==> src/rtl/core/assert_macros.svh <==
// Assertion helpers shared by the entity unescaper RTL.
// Each macro expects clk_i and the active-low reset rst_ni in scope.
`ifndef ASSERT_MACROS_SVH
`define ASSERT_MACROS_SVH

// Checks that an expression holds at every clock edge outside reset.
`define XEU_ASSERT(lbl, expr, msg) \
  lbl: assert property (@(posedge clk_i) disable iff (!rst_ni) (expr)) else $error(msg);

// Checks that a consequent holds in the same cycle as its antecedent.
`define XEU_ASSERT_IMP(lbl, ante, cons, msg) \
  lbl: assert property (@(posedge clk_i) disable iff (!rst_ni) (ante) |-> (cons)) \
    else $error(msg);

`endif

==> src/rtl/core/xeu_pkg.sv <==
// Shared types, constants and helper functions of the XML entity unescaper.
// No dependencies.
`timescale 1ns / 1ps

package xeu_pkg;

  localparam int unsigned MAX_ENTITY_LEN_DEF = 16;
  localparam int unsigned CP_W = 21;
  localparam int unsigned STATUS_W = 3;
  localparam int unsigned NUM_NAMES = 5;
  localparam logic [CP_W-1:0] MAX_CODE_POINT = 21'h10FFFF;

  localparam logic [7:0] CH_AMP  = 8'h26;
  localparam logic [7:0] CH_SEMI = 8'h3B;
  localparam logic [7:0] CH_HASH = 8'h23;
  localparam logic [7:0] CH_LX   = 8'h78;
  localparam logic [7:0] CH_UX   = 8'h58;

  typedef enum logic [STATUS_W-1:0] {
    ST_OK      = 3'd0,
    ST_UNTERM  = 3'd1,
    ST_UNKNOWN = 3'd2,
    ST_BADNUM  = 3'd3,
    ST_TOOLONG = 3'd4
  } status_e;

  // One group of result words caused by a single input word.
  typedef struct packed {
    logic [3:0][7:0] bytes;
    logic [1:0]      nm1;
    logic            last;
    status_e         status;
  } grp_t;

  // Named entities, in order: lt, gt, amp, quot, apos.
  function automatic logic [7:0] ent_char(input logic [2:0] which, input logic [1:0] pos);
    logic [31:0] word;
    case (which)
      3'd0: word = 32'h0000_746c;
      3'd1: word = 32'h0000_7467;
      3'd2: word = 32'h0070_6d61;
      3'd3: word = 32'h746f_7571;
      3'd4: word = 32'h736f_7061;
      default: word = 32'h0;
    endcase
    return word[8*pos +: 8];
  endfunction

  function automatic logic [2:0] name_len(input logic [2:0] which);
    logic [2:0] len;
    case (which)
      3'd0, 3'd1: len = 3'd2;
      3'd2: len = 3'd3;
      3'd3, 3'd4: len = 3'd4;
      default: len = 3'd0;
    endcase
    return len;
  endfunction

  function automatic logic [7:0] name_repl(input logic [2:0] which);
    logic [7:0] c;
    case (which)
      3'd0: c = 8'h3C;
      3'd1: c = 8'h3E;
      3'd2: c = 8'h26;
      3'd3: c = 8'h22;
      3'd4: c = 8'h27;
      default: c = 8'h00;
    endcase
    return c;
  endfunction

  // Returns the valid flag in bit 4 and the digit value in bits 3:0.
  function automatic logic [4:0] digit_val(input logic [7:0] b, input logic hex);
    logic [4:0] r;
    r = 5'd0;
    if (b >= 8'h30 && b <= 8'h39) begin
      r = {1'b1, 4'(b - 8'h30)};
    end else if (hex && b >= 8'h61 && b <= 8'h66) begin
      r = {1'b1, 4'(b - 8'h57)};
    end else if (hex && b >= 8'h41 && b <= 8'h46) begin
      r = {1'b1, 4'(b - 8'h37)};
    end
    return r;
  endfunction

  function automatic grp_t utf8_encode(input logic [CP_W-1:0] cp);
    grp_t g;
    g = '0;
    g.status = ST_OK;
    if (cp < 21'h80) begin
      g.bytes[0] = cp[7:0];
      g.nm1 = 2'd0;
    end else if (cp < 21'h800) begin
      g.bytes[0] = {3'b110, cp[10:6]};
      g.bytes[1] = {2'b10, cp[5:0]};
      g.nm1 = 2'd1;
    end else if (cp < 21'h10000) begin
      g.bytes[0] = {4'b1110, cp[15:12]};
      g.bytes[1] = {2'b10, cp[11:6]};
      g.bytes[2] = {2'b10, cp[5:0]};
      g.nm1 = 2'd2;
    end else begin
      g.bytes[0] = {5'b11110, cp[20:18]};
      g.bytes[1] = {2'b10, cp[17:12]};
      g.bytes[2] = {2'b10, cp[11:6]};
      g.bytes[3] = {2'b10, cp[5:0]};
      g.nm1 = 2'd3;
    end
    return g;
  endfunction

endpackage

==> src/rtl/core/xeu_decode.sv <==
// Entity decoder: keeps the reference parse state and turns one input word
// into a group of result words. Depends on xeu_pkg and assert_macros.svh.
`timescale 1ns / 1ps
`include "assert_macros.svh"

module xeu_decode #(
  parameter int unsigned MAX_LEN = xeu_pkg::MAX_ENTITY_LEN_DEF
) (
  input  logic          clk_i,
  input  logic          rst_ni,
  input  logic          step_i,
  input  logic [7:0]    byte_i,
  input  logic          last_i,
  output logic          grp_valid_o,
  output xeu_pkg::grp_t grp_o
);
  import xeu_pkg::*;

  localparam int unsigned CW = $clog2(MAX_LEN + 1);
  localparam logic [CW-1:0] MAX_CNT = CW'(MAX_LEN);

  logic                 in_ref_q, in_ref_d;
  logic                 drop_q, drop_d;
  logic [CW-1:0]        cnt_q, cnt_d;
  logic [NUM_NAMES-1:0] match_q, match_d;
  logic                 hash_q, hash_d;
  logic                 hex_q, hex_d;
  logic                 stop_q, stop_d;
  logic                 anydig_q, anydig_d;
  logic                 big_q, big_d;
  logic [CP_W-1:0]      val_q, val_d;

  logic [4:0]      dig;
  logic [CP_W+3:0] nv;
  logic [2:0]      hit;
  logic            named;
  grp_t            enc;

  assign dig = digit_val(byte_i, hex_q);
  assign nv  = hex_q ? ({val_q, 4'b0} + (CP_W + 4)'(dig[3:0]))
                     : ((CP_W + 4)'({val_q, 3'b0}) + (CP_W + 4)'({val_q, 1'b0})
                        + (CP_W + 4)'(dig[3:0]));
  assign enc = utf8_encode(val_q);

  always_comb begin
    named = 1'b0;
    hit   = 3'd0;
    for (int k = NUM_NAMES - 1; k >= 0; k--) begin
      if (match_q[k] && cnt_q == CW'(name_len(3'(k)))) begin
        named = 1'b1;
        hit   = 3'(k);
      end
    end
  end

  always_comb begin
    in_ref_d    = in_ref_q;
    drop_d      = drop_q;
    cnt_d       = cnt_q;
    match_d     = match_q;
    hash_d      = hash_q;
    hex_d       = hex_q;
    stop_d      = stop_q;
    anydig_d    = anydig_q;
    big_d       = big_q;
    val_d       = val_q;
    grp_valid_o = 1'b0;
    grp_o       = '0;
    grp_o.last  = last_i;
    grp_o.status = ST_OK;

    if (drop_q) begin
      if (last_i) begin
        drop_d = 1'b0;
      end
    end else if (!in_ref_q) begin
      if (byte_i == CH_AMP) begin
        in_ref_d = 1'b1;
        cnt_d    = '0;
        match_d  = '1;
        hash_d   = 1'b0;
        hex_d    = 1'b0;
        stop_d   = 1'b0;
        anydig_d = 1'b0;
        big_d    = 1'b0;
        val_d    = '0;
        if (last_i) begin
          in_ref_d     = 1'b0;
          grp_valid_o  = 1'b1;
          grp_o.status = ST_UNTERM;
        end
      end else begin
        grp_valid_o    = 1'b1;
        grp_o.bytes[0] = byte_i;
      end
    end else if (byte_i == CH_SEMI) begin
      in_ref_d    = 1'b0;
      cnt_d       = '0;
      grp_valid_o = 1'b1;
      if (named) begin
        grp_o.bytes[0] = name_repl(hit);
      end else if (cnt_q > CW'(1) && hash_q) begin
        if (!anydig_q || big_q) begin
          grp_o.status = ST_BADNUM;
          grp_o.last   = 1'b1;
          drop_d       = !last_i;
        end else begin
          grp_o.bytes = enc.bytes;
          grp_o.nm1   = enc.nm1;
        end
      end else begin
        grp_o.status = ST_UNKNOWN;
        grp_o.last   = 1'b1;
        drop_d       = !last_i;
      end
    end else if (cnt_q >= MAX_CNT) begin
      in_ref_d     = 1'b0;
      cnt_d        = '0;
      drop_d       = !last_i;
      grp_valid_o  = 1'b1;
      grp_o.status = ST_TOOLONG;
      grp_o.last   = 1'b1;
    end else begin
      cnt_d = cnt_q + CW'(1);
      for (int k = 0; k < NUM_NAMES; k++) begin
        match_d[k] = match_q[k] && (cnt_q < CW'(name_len(3'(k))))
                     && (byte_i == ent_char(3'(k), cnt_q[1:0]));
      end
      if (cnt_q == '0) begin
        hash_d = (byte_i == CH_HASH);
      end else if (cnt_q == CW'(1) && (byte_i == CH_LX || byte_i == CH_UX)) begin
        hex_d = 1'b1;
      end else if (!stop_q) begin
        if (dig[4]) begin
          anydig_d = 1'b1;
          if (!big_q) begin
            if (nv > (CP_W + 4)'(MAX_CODE_POINT)) begin
              big_d = 1'b1;
            end else begin
              val_d = nv[CP_W-1:0];
            end
          end
        end else begin
          stop_d = 1'b1;
        end
      end
      if (last_i) begin
        in_ref_d     = 1'b0;
        cnt_d        = '0;
        grp_valid_o  = 1'b1;
        grp_o.status = ST_UNTERM;
      end
    end

    if (!step_i) begin
      grp_valid_o = 1'b0;
    end
  end

  always_ff @(posedge clk_i or negedge rst_ni) begin
    if (!rst_ni) begin
      in_ref_q <= 1'b0;
      drop_q   <= 1'b0;
      cnt_q    <= '0;
    end else if (step_i) begin
      in_ref_q <= in_ref_d;
      drop_q   <= drop_d;
      cnt_q    <= cnt_d;
    end
  end

  always_ff @(posedge clk_i) begin
    if (step_i) begin
      match_q  <= match_d;
      hash_q   <= hash_d;
      hex_q    <= hex_d;
      stop_q   <= stop_d;
      anydig_q <= anydig_d;
      big_q    <= big_d;
      val_q    <= val_d;
    end
  end

  `XEU_ASSERT(a_cnt_bound, cnt_q <= MAX_CNT, "Name count ran past the entity limit.")
  `XEU_ASSERT(a_ref_drop_excl, !(in_ref_q && drop_q), "Dropping while inside a reference.")
  `XEU_ASSERT_IMP(a_cnt_idle, !in_ref_q, cnt_q == '0, "Name count left set outside a reference.")

endmodule

==> src/rtl/core/xml_entity_unescaper.sv <==
// Top level: input register, xeu_decode and the result queue with byte serializer.
// A plain byte passes the input register and then the result queue before the output.
// Throughput: one input word per cycle; an entity that decodes to N bytes leaves the output
// as N words, and a two-group result queue absorbs those bursts. The input side stalls
// only while the input register waits on a full result queue.
// Reset (rst_ni low, asynchronous) clears the parse state, the input register and the queue.
`timescale 1ns / 1ps
`include "assert_macros.svh"

module xml_entity_unescaper #(
  parameter int unsigned MAX_ENTITY_LEN = xeu_pkg::MAX_ENTITY_LEN_DEF
) (
  input  logic                         clk_i,
  input  logic                         rst_ni,
  input  logic                         s_axis_tvalid_i,
  output logic                         s_axis_tready_o,
  input  logic [7:0]                   s_axis_tdata_i,  // [7:0] in_byte
  input  logic                         s_axis_tlast_i,
  output logic                         m_axis_tvalid_o,
  input  logic                         m_axis_tready_i,
  output logic [7:0]                   m_axis_tdata_o,  // [7:0] out_byte
  output logic                         m_axis_tlast_o,
  output logic [xeu_pkg::STATUS_W-1:0] m_axis_tuser_o   // [2:0] status
);
  import xeu_pkg::*;

  localparam int unsigned QD = 2;
  localparam logic [1:0] Q_FULL = 2'(QD);

  logic       in_vld_q;
  logic [7:0] in_byte_q;
  logic       in_last_q;
  logic       advance;

  grp_t       grp;
  logic       grp_valid;

  grp_t       grp_q [QD];
  logic       wr_ptr_q, rd_ptr_q;
  logic [1:0] q_cnt_q, q_cnt_d;
  logic [1:0] idx_q;
  grp_t       head;
  logic       push, pop, word_out;

  assign advance         = in_vld_q && (q_cnt_q != Q_FULL);
  assign s_axis_tready_o = !in_vld_q || (q_cnt_q != Q_FULL);

  always_ff @(posedge clk_i or negedge rst_ni) begin
    if (!rst_ni) begin
      in_vld_q <= 1'b0;
    end else if (s_axis_tready_o) begin
      in_vld_q <= s_axis_tvalid_i;
    end
  end

  always_ff @(posedge clk_i) begin
    if (s_axis_tready_o && s_axis_tvalid_i) begin
      in_byte_q <= s_axis_tdata_i;
      in_last_q <= s_axis_tlast_i;
    end
  end

  xeu_decode #(
    .MAX_LEN(MAX_ENTITY_LEN)
  ) u_decode (
    .clk_i      (clk_i),
    .rst_ni     (rst_ni),
    .step_i     (advance),
    .byte_i     (in_byte_q),
    .last_i     (in_last_q),
    .grp_valid_o(grp_valid),
    .grp_o      (grp)
  );

  assign head     = grp_q[rd_ptr_q];
  assign push     = grp_valid;
  assign word_out = m_axis_tvalid_o && m_axis_tready_i;
  assign pop      = word_out && (idx_q == head.nm1);

  always_comb begin
    q_cnt_d = q_cnt_q;
    if (push && !pop) begin
      q_cnt_d = q_cnt_q + 2'd1;
    end else if (pop && !push) begin
      q_cnt_d = q_cnt_q - 2'd1;
    end
  end

  always_ff @(posedge clk_i or negedge rst_ni) begin
    if (!rst_ni) begin
      wr_ptr_q <= 1'b0;
      rd_ptr_q <= 1'b0;
      q_cnt_q  <= '0;
      idx_q    <= '0;
    end else begin
      q_cnt_q <= q_cnt_d;
      if (push) begin
        wr_ptr_q <= !wr_ptr_q;
      end
      if (pop) begin
        rd_ptr_q <= !rd_ptr_q;
        idx_q    <= '0;
      end else if (word_out) begin
        idx_q <= idx_q + 2'd1;
      end
    end
  end

  always_ff @(posedge clk_i) begin
    if (push) begin
      grp_q[wr_ptr_q] <= grp;
    end
  end

  assign m_axis_tvalid_o = (q_cnt_q != '0);
  assign m_axis_tdata_o  = head.bytes[idx_q];
  assign m_axis_tlast_o  = head.last && (idx_q == head.nm1);
  assign m_axis_tuser_o  = head.status;

  `XEU_ASSERT(a_queue_bound, q_cnt_q <= Q_FULL, "Result queue count exceeds its depth.")
  `XEU_ASSERT_IMP(a_err_word, m_axis_tvalid_o && m_axis_tuser_o != ST_OK,
    m_axis_tlast_o && m_axis_tdata_o == 8'h00, "Error word without last or with data.")
  `XEU_ASSERT_IMP(a_idx_range, m_axis_tvalid_o, idx_q <= head.nm1,
    "Serializer index ran past the group length.")

endmodule
==> config.mk <==
export PLATFORM = sky130hd
export DESIGN_NAME = xml_entity_unescaper
export DESIGN_NICKNAME = d
export VERILOG_FILES = /design/src/rtl/core/xeu_pkg.sv /design/src/rtl/core/xeu_decode.sv /design/src/rtl/core/xml_entity_unescaper.sv
export VERILOG_INCLUDE_DIRS = /design/src /design/src/rtl/core
export SDC_FILE = /design/constraint.sdc
export NUM_CORES = 1
export LEC_CHECK = 0
export BUFFER_PORTS_ARGS = -buffer_cell sky130_fd_sc_hd__buf_2
export CAP_MARGIN = 30
export CORE_MARGIN = 5
export CORE_UTILIZATION = 31
export CTS_BUF_LIST = sky130_fd_sc_hd__clkbuf_4 sky130_fd_sc_hd__clkbuf_8
export DETAILED_ROUTE_END_ITERATION = 16
export PLACE_DENSITY = 0.45
export SLEW_MARGIN = 20
export SYNTH_ARGS = -nofsm -noshare
export SYNTH_HDL_FRONTEND = slang
export SYNTH_SLANG_ARGS = --single-unit
export TNS_END_PERCENT = 20
==> constraint.sdc <==
create_clock -name clk_i -period 4.75 [get_ports clk_i]
set_input_delay 0 -clock clk_i [delete_from_list [all_inputs] [get_ports clk_i]]
set_output_delay 0 -clock clk_i [all_outputs]
set_load 0.05 [all_outputs]
## Word level (Yosys, flattened, before mapping)

Memories as Yosys holds them, arrays and structs flattened.
Cells that the tools add are included.

| storage, ports and cells | value |
|---|---|
| bits in registers | 54 |
| bits in writable memories | 76 |
| output and inout bits | 14 |
| input bits | 13 |
| memories kept | 1 |

| operators by class | value |
|---|---|
| shifts and indexed selects | 5 |
| add/sub/neg operators | 10 |
| reduce and logical (&&, ||, !) cells | 53 |
| bitwise logic cells | 1 |
| order comparisons | 16 |
| eq/ne operators | 30 |
| mux-type cells | 154 |

Memory list:

| memory | depth | bits a word | read ports | clocked after Yosys merged registers in | wr ports | line | RTL |
|---|---|---|---|---|---|---|---|
| grp_q | 2 | 38 | 1 | 0 | 1 | xml_entity_unescaper.sv:38 | `grp_t grp_q [QD];` |

Operators with widths:

| cell | count |
|---|---|
| 32-bit 2-to-1 mux | 20 |
| 21-bit 2-to-1 mux | 10 |
| 32-bit by 6-bit indexed part select with 8-bit output | 5 |
| 34-bit 2-to-1 mux | 3 |
| 24-bit 2-to-1 mux | 4 |
| 3-bit 2-to-1 mux | 21 |
| 1-bit 2-to-1 mux | 61 |
| 5-bit 2-to-1 mux | 12 |
| 26-bit 2-to-1 mux | 2 |
| 25-bit by 4-bit adder with 25-bit output | 2 |
| 8-bit equality test | 5 |
| 8-bit 2-to-1 mux | 5 |
| 38-bit 2-to-1 mux | 1 |
| 18-bit 2-to-1 mux | 2 |
| 6-bit case mux with 5 select lines | 1 |
| 1-bit logical AND | 29 |
| 24-bit by 22-bit adder with 25-bit output | 1 |
| 25-bit by 21-bit greater-than comparator with 1-bit output, second input constant | 1 |
| 25-bit 2-to-1 mux | 1 |
| 8-bit by 6-bit equality test with 1-bit output, second input constant | 3 |
| 2-bit inequality test, second input constant | 11 |
| 21-bit by 12-bit less-than comparator with 1-bit output, second input constant | 1 |
| 21-bit by 17-bit less-than comparator with 1-bit output, second input constant | 1 |
| 21-bit by 8-bit less-than comparator with 1-bit output, second input constant | 1 |
| other kinds (40) | 66 |

## Longest topological paths before layout

| logic depth | value |
|---|---|
| depth after elaboration | 18 |
| mapped depth | 19 |
| depth with buffers taken out | 18 |

## By module

From an unflattened synthesis, not the netlist that was laid out.

| unflattened totals | value |
|---|---|
| cells, all modules | 727 |
| area, all modules | 8230.4 um^2 |

Modules (own cells, without submodules):

| module | area each (um^2) | instances | seq. area each (um^2) | cells an instance |
|---|---|---|---|---|
| xeu_decode | 4683.2 | 1 | 1106.1 | 569 |
| xml_entity_unescaper | 3547.2 | 1 | 2727.6 | 158 |

## Worst setup path after synthesis

No wires, ideal clock.

| timing path | value |
|---|---|
| kind | reg2reg |
| from | register in_byte_q[0] |
| to | register u_decode.val_q[0], enable pin |
| path buffers | 1 |
| arrival time | 4730 ps |
| path slack | -378 ps |
| cell stages (with the launch flop) | 18 |
| required time | 4352 ps |
| period minus slack after synthesis | 5128 ps |
| cells stage by stage | edfxtp_1 > clkbuf_1 > inv_1 > ha_1 > or3b_2 > nand4_1 > nor2b_1 > a21oi_1 > fa_1 > inv_1 > fa_1 > nand2b_1 > a21o_1 > a21oi_4 > o31a_1 > a221oi_1 > a211o_1 > a211oi_2 |

| on the way | value |
|---|---|
| longest elaborated chain between the ends | 11 |
| elaborated cells on any way between the ends | 33 |
| classes of those cells | add/sub (5); order compare (7); eq/ne (8); mux (4); reduce/logical (9) |

RTL lines:

| what | line | RTL |
|---|---|---|
| start: declaration | xml_entity_unescaper.sv:31 | `logic [7:0] in_byte_q;` |
| start signal: assignment | xml_entity_unescaper.sv:58 | `in_byte_q <= s_axis_tdata_i;` |
| 8-bit by 7-bit greater-or-equal comparator with 1-bit output | xeu_pkg.sv:81 | `end else if (hex && b >= 8'h41 && b <= 8'h46) begin` |
| 1-bit logical AND (2 in a row) | xeu_pkg.sv:81 |  |
| 5-bit 2-to-1 mux | xeu_pkg.sv:81 |  |
| 5-bit 2-to-1 mux | xeu_pkg.sv:79 | `end else if (hex && b >= 8'h61 && b <= 8'h66) begin` |
| 5-bit 2-to-1 mux | xeu_pkg.sv:77 | `if (b >= 8'h30 && b <= 8'h39) begin` |
| 25-bit by 4-bit adder with 25-bit output, on equally long branches | xeu_decode.sv:42, xeu_decode.sv:40 |  |
| 25-bit 2-to-1 mux | xeu_decode.sv:40 | `assign nv = hex_q ? ({val_q, 4'b0} + (CP_W + 4)'(dig[3:0]))` |
| 25-bit by 21-bit greater-than comparator with 1-bit output | xeu_decode.sv:137 | `if (nv > (CP_W + 4)'(MAX_CODE_POINT)) begin` |
| 2-bit inequality test (no line) | n/a |  |
| 11-bit AND reduction (no line) (*) | n/a |  |
| end signal: assignment | xeu_decode.sv:180 | `val_q <= val_d;` |
| end: declaration | xeu_decode.sv:31 | `logic [CP_W-1:0] val_q, val_d;` |

Mark *: on every way between the ends. The rest lies on a longest branch, timed or not.
A chain may end at the register's enable or synchronous reset.

## Final worst setup path

| timing path | value |
|---|---|
| from | register in_byte_q[0] |
| to | register u_decode.val_q[2], enable pin |

The elaborated chain is that of the path after synthesis.

==> flow_metrics.tcl <==
set metrics [dict create \
    status "finished clean" \
    hold_viol_final 0 \
    fillers 2535 \
    endpoint_kind "register" \
    dp_hpwl_um 15000 \
    routedWlPerCell_um 18.6 \
    area.growth.synth_to_final_pct 14.3 \
    async_reset_ff_share_pct 11.5 \
    holdPathStages 2 \
    top_level_ports 27 \
    rows 58 \
    yosysMostFrequentCell "edfxtp_1" \
    antenna_found_initial 0 \
    cp-start-kind "register" \
    syn_nets 789 \
    tightest_slew_ns 0.802 \
    synth-main-ff-cell "edfxtp_1" \
    crit_type "reg -> reg" \
    synth_warnings 0 \
    post-synth-top-area-cell "edfxtp_1" \
    synth_cell_types 82 \
    fp.coreArea_sq_um 25000 \
    min_path_type "in -> reg" \
    rsz0062_at_grt "false" \
    clkSinkCount 122 \
    crit_fanout 21 \
    cp.required_ns 4.89 \
    whs_ns 0.272 \
    finalCriticalPeriod_ns 4.55 \
    netlist_area_sq_um 7810 \
    grt_pass1_vias 5913 \
    cellLeakagePower_uw 0.00328 \
    drive_above_1_share_pct 16.5 \
    cts_buffers 17 \
    relSlewSlack_pct 46.6 \
    finalMaxSlewViolations 0 \
    htreeDepth 4 \
    ys_seq_area_share_pct 46.0 \
    insertion_delay_ns 0.44 \
    die_area_sq_um 28500 \
    clkTransAtPathRegs_ns 0.07 \
    routed_via_density 5.32 \
    synthTopCellsByCount "108 x edfxtp_1, 67 x nor2_1, 63 x nand2_1" \
    drc 0 \
    cts_root_buf "clkbuf_8" \
    finalCritPeriodShare_pct 95.8 \
    drt_pre_antenna_iters 5 \
    p_per_area_nw_per_um2 552 \
    setup_tns_ns 0 \
    cts_tree "yes" \
    multi_input_area_sq_um 4010 \
    grt.overflow.total 0 \
    antenna_left 0 \
    setup_slack_ns 0.201 \
    seq_area_sq_um 3590 \
    synth_top_area_share_pct 41.5 \
    num-nets-final 824 \
    synth_edf_count 108 \
    grt_pass1_wl_um 32900 \
    grt_max_degree 35 \
    avgSynthCellArea_sq_um 10.8 \
    finalCoreUtilization_pct 35.8 \
    fin_skew_ns 0.0142 \
    drtIter0Drc 412 \
    fp.dieW_um 169 \
    cts_buffer_depth 2 \
    vias 5867 \
    start_util_pct 31.3 \
    die_h_um 169 \
    cap_violations 0 \
    peakVddDrop_uv 307 \
    dp_slack_ns 0.0934 \
    critPathArrivalTime_ns 4.69 \
    ys_ff_latch 122 \
    synthTopCellsByArea "edfxtp_1 42%, ha_1 8.0%, dfrtp_1 4.5%, mux4_2 4.0%, nor2_1 3.2%" \
    power_uw 4930 \
    clock.fmax_ghz 0.220 \
    syn_inst 724 \
    port_buffers 26 \
    finalSetupViolations 0 \
    r2r_cells 17 \
    antenna_cells 0 \
    gr-usage-all-layers_pct 14.6 \
    finalWirelength_um 20400 \
    gp_congestion 0.860 \
]
## stage by stage
step | cell area, sq um | instances
2_1_floorplan | 7870 | 724
4_1_cts | 8910 | 1101
3_3_place_gp | 8340 | 1056
5_1_grt | 8930 | 1102
6_report | 8930 | 1102
3_5_place_dp | 8340 | 1056
## metal layers
metal	global-route usage [%]	routed length (um)
met5	0	0
met4	4.52	299
met2	23.7	9820
met3	2.48	701
met1	19.9	9620
## flip-flops by register name, indices dropped and copies added, names as in the netlist, 2 cells and up
| name | cells |
|---|---|
| q_cnt_q | 2 |
| u_decode.match_q | 5 |
| idx_q | 2 |
| u_decode.val_q | 21 |
| grp_q | 68 |
| u_decode.cnt_q | 5 |
| in_byte_q | 8 |
## final cells by class
cell class,count,share of cell area (%)
Multi-Input combinational cell,543,45.0
Sequential cell,122,40.2
Tap cell,330,4.62
Timing Repair Buffer,54,4.32
Clock buffer,21,3.10
Clock inverter,11,1.88
Inverter,21,0.883
## critical path, stage by stage (launching register included)
cell and delay [ns]:
edfxtp_1 0.44, inv_2 0.11, ha_4 0.14, or3b_2 0.44
nand4_1 0.18, nor2b_4 0.20, a21oi_2 0.06, fa_1 0.57
inv_1 0.08, fa_2 0.39, nand2b_4 0.15, a21o_1 0.22
a21oi_4 0.22, o21ai_0 0.11, nor4b_1 0.15, o31a_1 0.34
a211oi_4 0.25, buf_12 0.21
## cell families after synthesis
group / count (synthesis) / share of synthesized area (%)
and+or+nand+nor: 243 / 15.5
xor gates and xnor gates: 27 / 3.03
buffers and inverters: 59 / 3.27
AOI/OAI and AO/OA: 183 / 16.4
adders and majority gates: 52 / 8.52
DFF: 122 / 46.0
muxes: 38 / 7.31
## power by group
group / internal, uW / total [uW] / leakage, uW / switching [uW]
sequential: 1520 / 1750 / 0.00120 / 225
combinational: 793 / 2150 / 0.00186 / 1350
clock: 612 / 1030 / 0.000225 / 420
total: 2930 / 4930 / 0.00328 / 2000
## final timing paths
kind                                         from  slack, ns                         endpoint
max                        in_byte_q[0]$_DFFE_PP_       0.20  u_decode.val_q[2]$_SDFFCE_PN0P_
min                                s_axis_tlast_i       0.27              in_last_q$_DFFE_PP_
max reg2reg                in_byte_q[0]$_DFFE_PP_       0.20  u_decode.val_q[2]$_SDFFCE_PN0P_
min reg2reg                  wr_ptr_q$_DFFE_PN0P_       0.51             wr_ptr_q$_DFFE_PN0P_
max in group asynchronous                  rst_ni       3.64             rd_ptr_q$_DFFE_PN0P_
min in group asynchronous                  rst_ni       0.67             wr_ptr_q$_DFFE_PN0P_
## cells in the final DEF (no fill, tap or decap), types with 8 or more instances in the layout
cell type,instances
edfxtp_1,108
nand2b_1,11
mux2_2,12
inv_1,18
buf_2,26
xor2_1,11
dlygate4sd3_1,13
nand3_1,15
and2_1,13
nand4_1,8
a21oi_1,40
mux4_2,14
mux2i_1,12
clkbuf_8,19
dfrtp_1,14
buf_4,14
nand2_1,63
ha_1,49
a211oi_1,14
nor3_1,17
xnor2_1,16
a22oi_1,10
o21ai_0,30
nor2_1,66
## timing repair
action	4_1_cts	5_1_grt
resized for setup	0	3
hold buffers	13	0
endpoints found under the setup margin	0	21
hold endpoints to repair	26	0
setup buffers	0	1
(Power assumes the default switching activity.)
